## src/hw/rtl/fadd_pkg.sv

```systemverilog
// ----------------------------------------------------------------------------
// fadd_pkg
// shared constants and types for the single-precision adder pipeline
// ----------------------------------------------------------------------------
`default_nettype none

package fadd_pkg;

   localparam int unsigned WordWidth = 32;
   localparam int unsigned ExpWidth  = 8;
   localparam int unsigned FracWidth = 23;
   localparam int unsigned MagWidth  = 27;

   localparam logic [MagWidth-1:0] HiddenOne = MagWidth'(32'd8388608);
   localparam logic [MagWidth-1:0] MantMax   = MagWidth'(32'd16777215);

   // result of the align stage
   typedef struct packed {
      logic                 sign;
      logic                 same_sign;
      logic                 bypass;
      logic [WordWidth-1:0] big_word;
      logic [ExpWidth-1:0]  exp;
      logic [FracWidth-1:0] big_frac;
      logic [MagWidth-1:0]  small_mag;
      logic                 sticky;
   } align_type;

   // result of the add stage, before normalisation
   typedef struct packed {
      logic                 sign;
      logic                 same_sign;
      logic                 bypass;
      logic [WordWidth-1:0] big_word;
      logic [ExpWidth-1:0]  exp;
      logic [MagWidth-1:0]  mag;
      logic                 sticky;
      logic [4:0]           lz;
   } addsub_type;

endpackage

`default_nettype wire

```

## src/hw/rtl/fadd_round.sv

```systemverilog
// ----------------------------------------------------------------------------
// fadd_round
// normalisation and rounding of the raw sum or difference
// ----------------------------------------------------------------------------
`default_nettype none

module fadd_round (
   input  var fadd_pkg::addsub_type    addsub,
   output logic [fadd_pkg::WordWidth-1:0] result
);
   import fadd_pkg::*;

   logic [MagWidth-1:0] m;
   logic [MagWidth-1:0] t;
   logic [9:0]          ex;
   logic [2:0]          rb;
   logic [MagWidth-1:0] norm;

   always_comb begin
      m  = addsub.mag;
      ex = {2'b00, addsub.exp};
      t  = '0;
      rb = '0;
      norm = m << addsub.lz;
      if (addsub.bypass) begin
         result = addsub.big_word;
      end else if (addsub.same_sign) begin
         if ((m >> 2) > MantMax) begin
            rb = m[2:0];
            t = m;
            if (rb > 3'd4 || (rb == 3'd4 && (addsub.sticky || m[3]))) begin
               t = m + MagWidth'(8);
            end
            t = t >> 3;
            ex = ex + 10'd1;
         end else begin
            rb = {1'b0, m[1:0]};
            t = m;
            if (rb > 3'd2 || (rb == 3'd2 && (addsub.sticky || m[2]))) begin
               t = m + MagWidth'(4);
            end
            t = t >> 2;
            if (t > MantMax) begin
               t = t >> 1;
               ex = ex + 10'd1;
            end
         end
         result = {addsub.sign, ex[7:0], t[FracWidth-1:0]};
      end else begin
         if ((m >> 1) < HiddenOne) begin
            if (m == '0) begin
               ex = '0;
               t = '0;
            end else begin
               ex = ex - 10'd2 - {5'd0, addsub.lz};
               t = norm;
            end
         end else if ((m >> 2) < HiddenOne) begin
            t = m;
            if (m[0] && !addsub.sticky && m[1]) begin
               t = m + MagWidth'(2);
            end
            if ((t >> 2) < HiddenOne) begin
               t = t >> 1;
               ex = ex - 10'd1;
            end else begin
               t = t >> 2;
            end
         end else begin
            rb = {1'b0, m[1:0]};
            t = m;
            if (rb > 3'd2 || (rb == 3'd2 && !addsub.sticky && m[2])) begin
               t = m + MagWidth'(4);
            end
            t = t >> 2;
         end
         if (ex[9]) begin
            ex = '0;
            t = '0;
         end
         result = {addsub.sign, ex[7:0], t[FracWidth-1:0]};
      end
   end

endmodule

`default_nettype wire

```

## src/hw/rtl/float32_adder_bit_exact.sv

```systemverilog
// pipeline: four register stages, big_ff, al_ff, as_ff, res_ff; res_ff drives rsp_sum_bits
// throughput: one item per cycle unless stalled; compare, align, add, round each own a stage
// stall: a stage advances when the stage after it is empty or moving
// reset: synchronous, active high; clears the valid bits only
// no pipeline memory, so the block is ready right after reset
// ----------------------------------------------------------------------------
// float32_adder_bit_exact
// four-stage pipelined single-precision adder on raw bit patterns
// ----------------------------------------------------------------------------
`default_nettype none

module float32_adder_bit_exact (
   input  logic        clock,
   input  logic        reset,
   input  logic        req_valid,
   output logic        req_ready,
   input  logic [fadd_pkg::WordWidth-1:0] req_operand_a,
   input  logic [fadd_pkg::WordWidth-1:0] req_operand_b,
   output logic        rsp_valid,
   input  logic        rsp_ready,
   output logic [fadd_pkg::WordWidth-1:0] rsp_sum_bits
);
   import fadd_pkg::*;

   // stage valid bits
   logic v1_ff, v2_ff, v3_ff, v4_ff;
   logic go1, go2, go3, go4;

   // stage 1: ordered operands
   logic [WordWidth-1:0] big_ff, small_ff, big_in, small_in;
   // stage 2: aligned
   align_type al_ff, al_in;
   // stage 3: raw sum with leading-zero count
   addsub_type as_ff, as_in;
   // stage 4: result
   logic [WordWidth-1:0] res_ff, res_in;

   assign go4 = !v4_ff || rsp_ready;
   assign go3 = !v3_ff || go4;
   assign go2 = !v2_ff || go3;
   assign go1 = !v1_ff || go2;
   assign req_ready = go1;
   assign rsp_valid = v4_ff;
   assign rsp_sum_bits = res_ff;

   // order by magnitude, exponent then fraction
   always_comb begin
      if (req_operand_a[30:0] < req_operand_b[30:0]) begin
         big_in = req_operand_b;
         small_in = req_operand_a;
      end else begin
         big_in = req_operand_a;
         small_in = req_operand_b;
      end
   end

   // alignment with two guard bits and sticky
   logic [ExpWidth-1:0] exp_diff;
   logic [MagWidth-1:0] ms;
   logic [4:0]          k;
   always_comb begin
      exp_diff = big_ff[30:23] - small_ff[30:23];
      ms = HiddenOne + MagWidth'(small_ff[22:0]);
      k = '0;
      al_in.sign = big_ff[31];
      al_in.same_sign = big_ff[31] == small_ff[31];
      al_in.bypass = small_ff[30:0] == '0;
      al_in.big_word = big_ff;
      al_in.exp = big_ff[30:23];
      al_in.big_frac = big_ff[22:0];
      if (exp_diff < 8'd2) begin
         al_in.small_mag = ms << (2 - exp_diff[0]);
         al_in.sticky = 1'b0;
      end else if (exp_diff < 8'd26) begin
         k = 5'(exp_diff - 8'd2);
         al_in.small_mag = ms >> k;
         al_in.sticky = (ms & ((MagWidth'(1) << k) - MagWidth'(1))) != '0;
      end else begin
         al_in.small_mag = '0;
         al_in.sticky = small_ff[22:0] != '0;
      end
   end

   // add or subtract, and count shifts needed to reach the hidden one
   logic [MagWidth-1:0] bigm;
   always_comb begin
      bigm = (HiddenOne + MagWidth'(al_ff.big_frac)) << 2;
      as_in.sign = al_ff.sign;
      as_in.same_sign = al_ff.same_sign;
      as_in.bypass = al_ff.bypass;
      as_in.big_word = al_ff.big_word;
      as_in.exp = al_ff.exp;
      as_in.sticky = al_ff.sticky;
      as_in.mag = al_ff.same_sign ? bigm + al_ff.small_mag : bigm - al_ff.small_mag;
      as_in.lz = '0;
      for (int i = 23; i >= 0; i--) begin
         if (as_in.mag[i] && as_in.mag[MagWidth-1:24] == '0 &&
             (as_in.mag[23:0] >> (i + 1)) == '0) begin
            as_in.lz = 5'(23 - i);
         end
      end
   end

   fadd_round u_round (
      .addsub (as_ff),
      .result (res_in)
   );

   always_ff @(posedge clock) begin
      if (reset) begin
         v1_ff <= 1'b0;
         v2_ff <= 1'b0;
         v3_ff <= 1'b0;
         v4_ff <= 1'b0;
      end else begin
         if (go1) v1_ff <= req_valid;
         if (go2) v2_ff <= v1_ff;
         if (go3) v3_ff <= v2_ff;
         if (go4) v4_ff <= v3_ff;
      end
   end

   always_ff @(posedge clock) begin
      if (go1) begin
         big_ff <= big_in;
         small_ff <= small_in;
      end
      if (go2) al_ff <= al_in;
      if (go3) as_ff <= as_in;
      if (go4) res_ff <= res_in;
   end

endmodule

`default_nettype wire

```

## config.mk

```make
export PLATFORM = sky130hd
export DESIGN_NAME = float32_adder_bit_exact
export DESIGN_NICKNAME = d
export VERILOG_FILES = /design/src/hw/rtl/fadd_pkg.sv /design/src/hw/rtl/fadd_round.sv /design/src/hw/rtl/float32_adder_bit_exact.sv
export SDC_FILE = /design/constraint.sdc
export NUM_CORES = 1
export LEC_CHECK = 0
export BUFFER_PORTS_ARGS = -buffer_cell sky130_fd_sc_hd__buf_2
export CAP_MARGIN = 25
export CORE_MARGIN = 2
export CORE_UTILIZATION = 65
export DETAILED_ROUTE_END_ITERATION = 12
export PLACE_DENSITY_LB_ADDON = 0.1
export RECOVER_POWER = 100
export SYNTH_ARGS = -nofsm -noshare
export SYNTH_HDL_FRONTEND = slang
export SYNTH_SLANG_ARGS = --single-unit
export TNS_END_PERCENT = 1
```

## constraint.sdc

```tcl
create_clock -name clock -period 8.4 [get_ports clock]
set_input_delay 1.68 -clock clock [delete_from_list [all_inputs] [get_ports clock]]
set_output_delay 1.68 -clock clock [all_outputs]
set_load 0.02 [all_outputs]
```

==> flow_metrics.env <==
export IMPL_seq_area_sq_um=6837
export IMPL_hold_viol_final=0
export IMPL_drv_slew=351
export IMPL_vias_per_cell=6.943
export IMPL_wl_per_cell_um=24.13
export IMPL_cp_required_ns=6.72
export IMPL_worstSetupEndpointType="output port"
export IMPL_fin_crit_ns=6.658
export IMPL_syn_area_sq_um=19360
export IMPL_cts_buffers_inserted=25
export IMPL_crit_fanout=65
export IMPL_cap_violations=7
export IMPL_grt_pass1_wl_mm=96.34
export IMPL_reg2reg_depth=20
export IMPL_postCtsSetupBuffers=0
export IMPL_worst_pin_slew_ns=3.730
export IMPL_drc=0
export IMPL_drt_iter0_drc=2543
export IMPL_multi_input_area_sq_um=11410
export IMPL_die_width_um=176.6
export IMPL_syn_nets=2352
export IMPL_whs_ns=0.4214
export IMPL_track_usage=0.3976
export IMPL_violations="max-capacitance violations, max-slew violations"
export IMPL_start_kind="input pin"
export IMPL_hold_buffers=0
export IMPL_fillerInstances=2275
export IMPL_slew_headroom=-1.487
export IMPL_synth_area_leaders="edfxtp_1 (35%), ha_1 (6.5%), nand2_1 (4.7%)"
export IMPL_cts_tree="yes"
export IMPL_ys_ff_latch=229
export IMPL_die_area_sq_um=31180
export IMPL_drt_pass1_iterations=8
export IMPL_clock_path_buffers=3
export IMPL_vias=18040
export IMPL_ant_nets=0
export IMPL_die_h_um=176.6
export IMPL_status="complete, but fails checks"
export IMPL_finalSetupTns_ns=0
export IMPL_crit_type="input pin to output port"
export IMPL_yosysWarnings=0
export IMPL_nNetsFinal=2363
export IMPL_worstHoldPathType="flip-flop to flip-flop"
export IMPL_io_pins=102
export IMPL_start_util=0.6567
export IMPL_layout_commonest_cell="nand2_1"
export IMPL_async_reset_ff_frac=0
export IMPL_cts_clk_slew_worst_paths_ns=0.06
export IMPL_synth_flop_cell="edfxtp_1"
export IMPL_whs_path_depth=0
export IMPL_ys_seq_area_frac=0.3531
export IMPL_powerDensity_nw_per_um2=287.0
export IMPL_leakage_nw=7.938
export IMPL_syn_inst=2181
export IMPL_grt_start_max_net_pins=68
export IMPL_root_buffer="clkbuf_16"
export IMPL_finalClockSkew_ns=0.01687
export IMPL_grt_overflow=0
export IMPL_final_cell_mix="nand2_1 (238), edfxtp_1 (225), nor2_1 (196), a21oi_1 (141)"
export IMPL_grt_pass1_vias=16840
export IMPL_fmax_ghz=0.1502
export IMPL_synth_edff_count=225
export IMPL_dp_hpwl_mm=47.11
export IMPL_crit_arrival_ns=4.98
export IMPL_place_congestion=1.011
export IMPL_ir_drop_mv=0.1888
export IMPL_io_buffers=101
export IMPL_finalSetupViolCount=0
export IMPL_cts_resized=0
export IMPL_drive_gt1_frac=0.1073
export IMPL_area_growth_pct=6.637
export IMPL_antenna_found_initial=0
export IMPL_routed_wl_mm=62.72
export IMPL_htree_levels=1
export IMPL_clock_sinks=229
export IMPL_core_area_sq_um=29480
export IMPL_synth_top_area_share=0.3490
export IMPL_diodes=0
export IMPL_yosys_area_top_type="edfxtp_1"
export IMPL_syn_avg_cell_area_sq_um=8.877
export IMPL_clkLatencyLatePin_ns=0.55
export IMPL_post_route_period_util=0.7927
export IMPL_synth_cell_types=96
export IMPL_rsz0062_at_grt="false"
export IMPL_rows=63
## cells in the mapped netlist, drive strengths merged (14+ instances only)
master / n
nand2b: 20
nor4: 31
nand2: 240
ha: 100
nor2b: 27
o32ai: 14
edfxtp: 225
o21ai: 127
a21o: 24
nand4: 34
nor2: 196
nor3: 39
and2: 14
xnor2: 82
mux2: 75
a211oi: 29
inv: 129
buf: 49
nand3: 52
clkbuf: 90
a21oi: 142
or3: 15
o211ai: 27
mux2i: 75
o22ai: 31
a31oi: 22
xor2: 42
## sequential cells by signal (all words and copies together), names as in the netlist, 32 cells and up
signal	count
al_ff	62
big_ff	32
as_ff	67
rsp_sum_bits	32
small_ff	32
## layer usage
| metal | track usage | part of all wire |
|---|---|---|
| met2 | 0.6310 | 0.46 |
| met5 | 0 | 0 |
| met1 | 0.5291 | 0.39 |
| met3 | 0.07967 | 0.11 |
| met4 | 0.1756 | 0.053 |
## critical path: stages
cell and delay [ns]:
buf_2 0.08, nor2b_1 0.08, and3_1 0.26, nand2_2 0.09, clkbuf_1 2.44, clkbuf_1 0.33
## area by class of cell
cell class,instances,area share
sequential,229,0.3312
clock inverter,15,0.006667
clock buffer,29,0.03200
tap,390,0.02364
multi-input combinational,1681,0.5528
timing repair buffer,123,0.02970
inverter,132,0.02400
## power breakdown
part	total, mW	internal [mW]	switching, mW
registers	1.97	1.54	0.434
logic	2.87	1.04	1.83
clock network	1.08	0.603	0.479
total	5.93	3.19	2.74
## logic make-up (layout without fill, tap and decap cells)
group           after synthesis  count (layout)  synth area share
xor+xnor                    127             127           0.05965
flops                       229             229            0.3531
mux                         158             158           0.09171
other cells                   1               1         0.0001937
simple gates                725             725            0.1770
compound gates              567             567            0.1952
fa+ha+maj                   103             103           0.06773
buf+inv                     271             299           0.05532
## worst paths after layout
check        slack [ns]       start          endpoint
max                1.74   rsp_ready         req_ready
min                0.42   as_ff[75]  rsp_sum_bits[31]
max reg2reg        1.77  big_ff[23]          al_ff[0]
min reg2reg        0.42   as_ff[75]  rsp_sum_bits[31]
## stage by stage
step	cells	utilization	setup WS [ns]	power (mW)	area (sq um)
after floorplan	2181	-	3.272	3.857	19360
after global placement	2552	0.6766	2.376	4.667	19950
after detailed placement	2554	0.6769	2.307	4.720	19960
after CTS	2598	0.7040	2.209	5.814	20750
after global routing	2599	0.7003	1.350	6.201	20640
final	2599	0.7003	1.742	5.925	20640
Note: power is estimated with default switching activity, not from simulation.
